## src/rtl/sorted_max_priority_queue_assert.svh

```systemverilog
// Assertion macros shared by the sorted max priority queue RTL.
// Expects signals named clk and rst_n in the scope where a macro is used.
`ifndef SORTED_MAX_PRIORITY_QUEUE_ASSERT_SVH
`define SORTED_MAX_PRIORITY_QUEUE_ASSERT_SVH

// Checked on every rising edge outside reset.
`define SMPQ_ASSERT(lbl, prop, msg) \
    lbl: assert property (@(posedge clk) disable iff (!rst_n) prop) else $error(msg);

// Checked on every rising edge, reset included.
`define SMPQ_ASSERT_ALWAYS(lbl, prop, msg) \
    lbl: assert property (@(posedge clk) prop) else $error(msg);

`endif

```

## src/rtl/smpq_pkg.sv

```systemverilog
// Shared types and constants for the sorted max priority queue.
// No dependencies; imported by smpq_cell and sorted_max_priority_queue.
package smpq_pkg;

    localparam int DEPTH_DEF = 16;
    localparam int VALUE_W   = 32;
    localparam int LIMIT_W   = 5;
    localparam int COUNT_OUT_W = 5;

    localparam logic [LIMIT_W-1:0] LIMIT_RESET = 5'd16;

    localparam logic CMD_PUSH = 1'b0;
    localparam logic CMD_POP  = 1'b1;

    typedef enum logic [1:0] {
        ST_DONE  = 2'd0,
        ST_FULL  = 2'd1,
        ST_EMPTY = 2'd2
    } status_t;

    // Broadcast from the controller to every cell of the chain.
    typedef struct packed {
        logic               push_en;
        logic               pop_en;
        logic [VALUE_W-1:0] push_value;
    } smpq_ctrl_t;

endpackage

```

## src/rtl/smpq_cell.sv

```systemverilog
// One storage cell of the sorted chain: holds one entry and trades it with its neighbors.
// Depends on smpq_pkg.
module smpq_cell
    import smpq_pkg::*;
(
    input  logic               clk,
    input  smpq_ctrl_t         ctrl,
    input  logic               occupied,
    input  logic [VALUE_W-1:0] left_value,
    input  logic               left_ge,
    input  logic [VALUE_W-1:0] right_value,
    output logic [VALUE_W-1:0] value,
    output logic [VALUE_W-1:0] value_next,
    output logic               ge
);

    logic [VALUE_W-1:0] value_reg;

    // The entry stays ahead of the new word when it is at least as large.
    assign ge = occupied && ($signed(value_reg) >= $signed(ctrl.push_value));

    always_comb
    begin
        value_next = value_reg;
        priority if (ctrl.push_en)
        begin
            if (ge)
                value_next = value_reg;
            else if (left_ge)
                value_next = ctrl.push_value;
            else
                value_next = left_value;
        end
        else if (ctrl.pop_en)
        begin
            value_next = right_value;
        end
        else
        begin
            value_next = value_reg;
        end
    end

    always_ff @(posedge clk)
    begin
        value_reg <= value_next;
    end

    assign value = value_reg;

endmodule

```

## src/rtl/sorted_max_priority_queue.sv

```systemverilog
// Top level of the sorted max priority queue: controller, output register and cell chain.
// Depends on smpq_pkg, smpq_cell and sorted_max_priority_queue_assert.svh.
//
//   Channel   Direction  Handshake             Payload
//   input     in         in_valid / in_stall   cmd, push_value
//   output    out        out_valid / out_stall status, removed_value, top_value,
//                                              bottom_value, entry_count,
//                                              empty_flag, full_flag
//   config    in         cfg_wr_en             cfg_wr_data (capacity limit)
//
// Each accepted word updates the whole chain in the cycle it is accepted, and its
// result word is registered at that same edge, so one word per cycle is sustained
// while the output is not stalled; output valid rises in the cycle after acceptance.
// Reset empties the queue and restores a capacity limit of 16; the entries
// themselves are not cleared, since only the first entry_count cells are ever read.
// The input is stalled only while a result word waits in the output register and
// the output side stalls it.

`include "sorted_max_priority_queue_assert.svh"

module sorted_max_priority_queue
    import smpq_pkg::*;
#(
    parameter int DEPTH = DEPTH_DEF
)
(
    input  logic                      clk,
    input  logic                      rst_n,

    input  logic                      cfg_wr_en,
    input  logic [LIMIT_W-1:0]        cfg_wr_data,

    input  logic                      in_valid,
    output logic                      in_stall,
    input  logic                      cmd,
    input  logic signed [VALUE_W-1:0] push_value,

    output logic                      out_valid,
    input  logic                      out_stall,
    output logic [1:0]                status,
    output logic signed [VALUE_W-1:0] removed_value,
    output logic signed [VALUE_W-1:0] top_value,
    output logic signed [VALUE_W-1:0] bottom_value,
    output logic [COUNT_OUT_W-1:0]    entry_count,
    output logic                      empty_flag,
    output logic                      full_flag
);

    // Count width holds 0..DEPTH; compare width also fits the 5-bit limit.
    localparam int CW = $clog2(DEPTH + 1);
    localparam int LW = (CW > LIMIT_W) ? CW : LIMIT_W;
    localparam int IW = $clog2(DEPTH);

    // ------------------------------------------------------------------
    // Control state
    // ------------------------------------------------------------------
    logic [LIMIT_W-1:0] limit_reg;
    logic [CW-1:0]      count_reg;
    logic [CW-1:0]      count_next;
    logic [VALUE_W-1:0] bottom_reg;
    logic [VALUE_W-1:0] bottom_next;
    logic               out_valid_reg;
    logic               out_valid_next;

    // Result word register.
    logic [1:0]         status_reg;
    logic [VALUE_W-1:0] removed_reg;
    logic [VALUE_W-1:0] top_reg;
    logic [VALUE_W-1:0] bottom_out_reg;
    logic [CW-1:0]      count_out_reg;
    logic               empty_reg;
    logic               full_reg;

    logic               in_fire;
    logic               push_ok;
    logic               pop_ok;
    logic [LW-1:0]      limit_ext;
    logic [LW-1:0]      depth_ext;
    logic [LW-1:0]      cap;
    logic [LW-1:0]      count_ext;
    logic [LW-1:0]      count_next_ext;
    logic [LW-1:0]      count_out_ext;
    status_t            status_next;

    smpq_ctrl_t         ctrl;
    logic [VALUE_W-1:0] cell_value      [DEPTH];
    logic [VALUE_W-1:0] cell_value_next [DEPTH];
    logic [DEPTH-1:0]   cell_ge;
    logic [DEPTH-1:0]   cell_occ;

    // A new word is taken unless a finished result is held back downstream.
    assign in_stall = out_valid_reg && out_stall;
    assign in_fire  = in_valid && !in_stall;

    // Limit in force is the written limit, clipped to the physical depth.
    assign limit_ext = LW'(limit_reg);
    assign depth_ext = LW'(DEPTH);
    assign cap       = (limit_ext > depth_ext) ? depth_ext : limit_ext;
    assign count_ext = LW'(count_reg);

    assign push_ok = in_fire && (cmd == CMD_PUSH) && (count_ext < cap);
    assign pop_ok  = in_fire && (cmd == CMD_POP) && (count_reg != '0);

    always_comb
    begin
        count_next = count_reg;
        priority if (push_ok)
            count_next = count_reg + 1'b1;
        else if (pop_ok)
            count_next = count_reg - 1'b1;
        else
            count_next = count_reg;
    end

    assign count_next_ext = LW'(count_next);

    // The smallest entry is tracked beside the chain. A push lands at the tail
    // only when no held entry is smaller than it; a pop never touches the tail.
    always_comb
    begin
        bottom_next = bottom_reg;
        if (push_ok && ((count_reg == '0) || ($signed(bottom_reg) >= $signed(push_value))))
            bottom_next = push_value;
    end

    always_comb
    begin
        status_next = ST_DONE;
        if (in_fire && (cmd == CMD_PUSH) && !push_ok)
            status_next = ST_FULL;
        else if (in_fire && (cmd == CMD_POP) && !pop_ok)
            status_next = ST_EMPTY;
    end

    // ------------------------------------------------------------------
    // Cell chain: cell 0 holds the largest entry.
    // ------------------------------------------------------------------
    assign ctrl.push_en    = push_ok;
    assign ctrl.pop_en     = pop_ok;
    assign ctrl.push_value = push_value;

    for (genvar i = 0; i < DEPTH; i++)
    begin : g_cell
        logic [VALUE_W-1:0] left_value;
        logic               left_ge;
        logic [VALUE_W-1:0] right_value;

        assign cell_occ[i] = (count_reg > CW'(i));

        if (i == 0)
        begin : g_head
            // Nothing stands ahead of the head cell.
            assign left_value = '0;
            assign left_ge    = 1'b1;
        end
        else
        begin : g_body
            assign left_value = cell_value[i-1];
            assign left_ge    = cell_ge[i-1];
        end

        if (i == DEPTH - 1)
        begin : g_tail
            assign right_value = cell_value[i];
        end
        else
        begin : g_inner
            assign right_value = cell_value[i+1];
        end

        smpq_cell u_cell (
            .clk         (clk),
            .ctrl        (ctrl),
            .occupied    (cell_occ[i]),
            .left_value  (left_value),
            .left_ge     (left_ge),
            .right_value (right_value),
            .value       (cell_value[i]),
            .value_next  (cell_value_next[i]),
            .ge          (cell_ge[i])
        );
    end

    // ------------------------------------------------------------------
    // Registers
    // ------------------------------------------------------------------
    assign out_valid_next = in_fire || (out_valid_reg && out_stall);

    always_ff @(posedge clk or negedge rst_n)
    begin
        if (!rst_n)
        begin
            limit_reg     <= LIMIT_RESET;
            count_reg     <= '0;
            out_valid_reg <= 1'b0;
        end
        else
        begin
            if (cfg_wr_en)
                limit_reg <= cfg_wr_data;
            count_reg     <= count_next;
            out_valid_reg <= out_valid_next;
        end
    end

    always_ff @(posedge clk)
    begin
        bottom_reg <= bottom_next;
        if (in_fire)
        begin
            status_reg     <= status_next;
            removed_reg    <= pop_ok ? cell_value[0] : '0;
            top_reg        <= (count_next == '0) ? '0 : cell_value_next[0];
            bottom_out_reg <= (count_next == '0) ? '0 : bottom_next;
            count_out_reg  <= count_next;
            empty_reg      <= (count_next == '0);
            full_reg       <= (count_next_ext >= cap);
        end
    end

    assign count_out_ext = LW'(count_out_reg);

    assign out_valid     = out_valid_reg;
    assign status        = status_reg;
    assign removed_value = removed_reg;
    assign top_value     = top_reg;
    assign bottom_value  = bottom_out_reg;
    assign entry_count   = count_out_ext[COUNT_OUT_W-1:0];
    assign empty_flag    = empty_reg;
    assign full_flag     = full_reg;

    // ------------------------------------------------------------------
    // Assertions
    // ------------------------------------------------------------------
    logic head_in_order;
    logic bottom_matches;

    assign head_in_order  = $signed(cell_value[0]) >= $signed(cell_value[1]);
    assign bottom_matches = (bottom_reg == cell_value[IW'(count_reg - 1'b1)]);

    `SMPQ_ASSERT(a_count_bound, count_ext <= depth_ext, "count exceeds depth")
    `SMPQ_ASSERT(a_push_grows, push_ok |=> count_reg == $past(count_reg) + 1'b1, "push lost")
    `SMPQ_ASSERT(a_head_sorted, count_reg >= CW'(2) |-> head_in_order, "head out of order")
    `SMPQ_ASSERT(a_bottom_track, count_reg != '0 |-> bottom_matches, "bottom mismatch")

endmodule
```

## config.mk

```make
export PLATFORM = sky130hd
export DESIGN_NAME = sorted_max_priority_queue
export DESIGN_NICKNAME = d
export VERILOG_FILES = /design/src/rtl/smpq_pkg.sv /design/src/rtl/smpq_cell.sv /design/src/rtl/sorted_max_priority_queue.sv
export VERILOG_INCLUDE_DIRS = /design/src /design/src/rtl
export SDC_FILE = /design/constraint.sdc
export NUM_CORES = 2
export LEC_CHECK = 0
export ABC_AREA = 1
export CAP_MARGIN = 20
export CORE_UTILIZATION = 35
export DETAILED_ROUTE_END_ITERATION = 16
export DONT_BUFFER_PORTS = 1
export HOLD_SLACK_MARGIN = 0.12
export PLACE_DENSITY = 0.58
export SYNTH_ARGS = -nofsm -noshare
export SYNTH_HDL_FRONTEND = slang
export SYNTH_HIERARCHICAL = 1
export SYNTH_SLANG_ARGS = --single-unit
```

## constraint.sdc

```tcl
create_clock -name clk -period 4.9 [get_ports clk]
set_clock_uncertainty 0.1 [all_clocks]
set_input_delay 0.735 -clock clk [delete_from_list [all_inputs] [get_ports clk]]
set_output_delay 0.735 -clock clk [all_outputs]
set_load 0.05 [all_outputs]
```

==> reports/results.txt <==
status: completed
setup TNS: 0 ps
Tot GR Track Use: 21.0%
reg2reg start: count_ext[4]
Critical Path Start Type: register
initial core utilization: 35.2%
synthesized cell area: 61200 um^2
RSZ-0062 raised after global routing: no
Pins Over Slew Limit: 0
final instance area: 63300 um^2
multi-input logic area: 37400 um^2
Cells after Synth: 8657
Worst-Skew Late Latency: 700 ps
Yosys warnings: 6
Mean Syn Cell Area: 7.07 um^2
worst hold stages: 4
Die Footprint: 177000 um^2
worst-path fanout max: 63
GRT overflow: 0
DRT iter0 DRCs: 4447
DRT Pass-1 Iters: 6
CTS buffer count: 80
largest net degree at the start of global routing: 158
worst path required time: 5430 ps
final WL: 190000 um
Clock Sinks: 660
final setup vio count: 0
Avg Vias per Cell: 5.16
final antenna-violating net count: 0
max reg flops: 512
Worst Setup Path Type: reg -> reg
final hold viol count: 0
CP arrival: 4190 ps
post-layout min period: 3650 ps
Area growth, synth to finish: 3.33%
Worst-Margin Slew: 1050 ps
Max Cap Viol: 0
TritonCTS clock tree: yes
drt wl/cell: 17.7 um
die width: 420 um
core box area: 174000 um^2
dpl hpwl: 133000 um
Cell Area, Placed: 60500 um^2
site row count: 153
Clock Pin Slew Worst Setup and Hold Paths: 60 ps
via count: 55400
worst reg2reg setup slack: 1250 ps
gpl congestion: 0.871
min-delay worst type: in -> reg
most common cell after layout, fill and taps aside: nand2_1
number of nets in the layout: 8948
most frequent cells in the layout: nand2_1 (1407), inv_1 (1357), o21ai_0 (1050), nand2_2 (800), a21oi_1 (742)
f_max: 0.274 GHz
first-pass GRT wire length: 294000 um
cell count after placement: 10600
Fill cells: 18400
leakage power: 30.1 nW
fin crit share: 74.6%
worst reg-to-reg path cell count: 11
critical path endpoint: g_cell[12].u_cell/value[10]
register area: 14300 um^2
H-tree levels: 3
Worst Setup SP: count_ext[4]
CTS Buffer Depth: 3
Peak VDD IR: 542 uV
worst relative slew slack: 29.7%
I/O pin count: 150
post-CTS setup buffers: 0
RR Endpoint: g_cell[12].u_cell/value[10]
share of cells above drive strength 1: 18.8%
Root Buffer: clkbuf_16
Finished Layout Cells: 10700
P per Cell Area: 764 nW/um^2
Hold Startpoint: push_value[0]
Port Buffers: 0
DR DRC count: 0
vias in the first global route: 51500
Die Span Y: 420 um
crit end category: register
initial antenna violation count: 9
[repair_timing]
action	4_1_cts	5_1_grt
hold endpoints to repair	17	0
hold buffers	8	0
gates resized for setup	0	0
[per-layer routing]
| metal | wire length [um] | vias up | GRT usage, % |
|---|---|---|---|
| met5 | 0 | - | 0 |
| met4 | 7270 | 0 | 7.78 |
| met3 | 11300 | 343 | 2.83 |
| met2 | 89300 | 1473 | 35.3 |
| met1 | 82300 | 26100 | 27.1 |
| li1 | - | 27500 | - |
[how the worst min path moves through the flow]
stage                            endpoint  slack, ps
5_1_grt                     bottom_reg[0]        190
4_1_cts                    bottom_reg[26]        160
6_report       g_cell[15].u_cell/value[0]        200
3_5_place_dp                 limit_ext[3]        340
2_1_floorplan                count_ext[0]        340
3_3_place_gp                    out_valid        340
[where the power goes]
part	leakage, nW	switching [mW]	total [mW]	internal (mW)
Combinational	23.0	19.0	29.0	10.0
Clock	1.32	2.67	6.37	3.70
Sequential	5.72	4.60	13.0	8.36
Total	30.1	26.3	48.3	22.1
[cell type report]
| cell class | instances | share of cell area [%] |
|---|---|---|
| diodes | 4 | 0.0158 |
| clock buffers | 111 | 3.69 |
| clock inverters | 34 | 0.599 |
| inverters | 1381 | 8.20 |
| multi-input cells | 6146 | 59.1 |
| flip-flops and latches | 660 | 22.6 |
| well taps | 2325 | 4.60 |
| repair buffers | 78 | 1.17 |
[metrics by stage]
step           setup WS, ps  util, %  total power, mW  hold slack, ps
2_1_floorplan           452        -             36.6             339
3_3_place_gp            983     34.8             41.1             340
3_5_place_dp            948     34.8             41.7             340
4_1_cts                1300     36.4             48.3             159
5_1_grt                 969     36.4             52.7             186
6_report               1250     36.4             48.3             202
[critical path, cell delays in order (launching register included)]
cell and delay [ps]:
dfrtp_1 530, clkinv_1 460, a31oi_4 560, a21boi_2 230, buf_4 400, nand2_8 160
inv_1 90, buf_4 440, o21ai_0 260, nand2_2 130, nand3_2 70, nand2_2 80
Note: power is estimated with default switching activity, not from simulation.
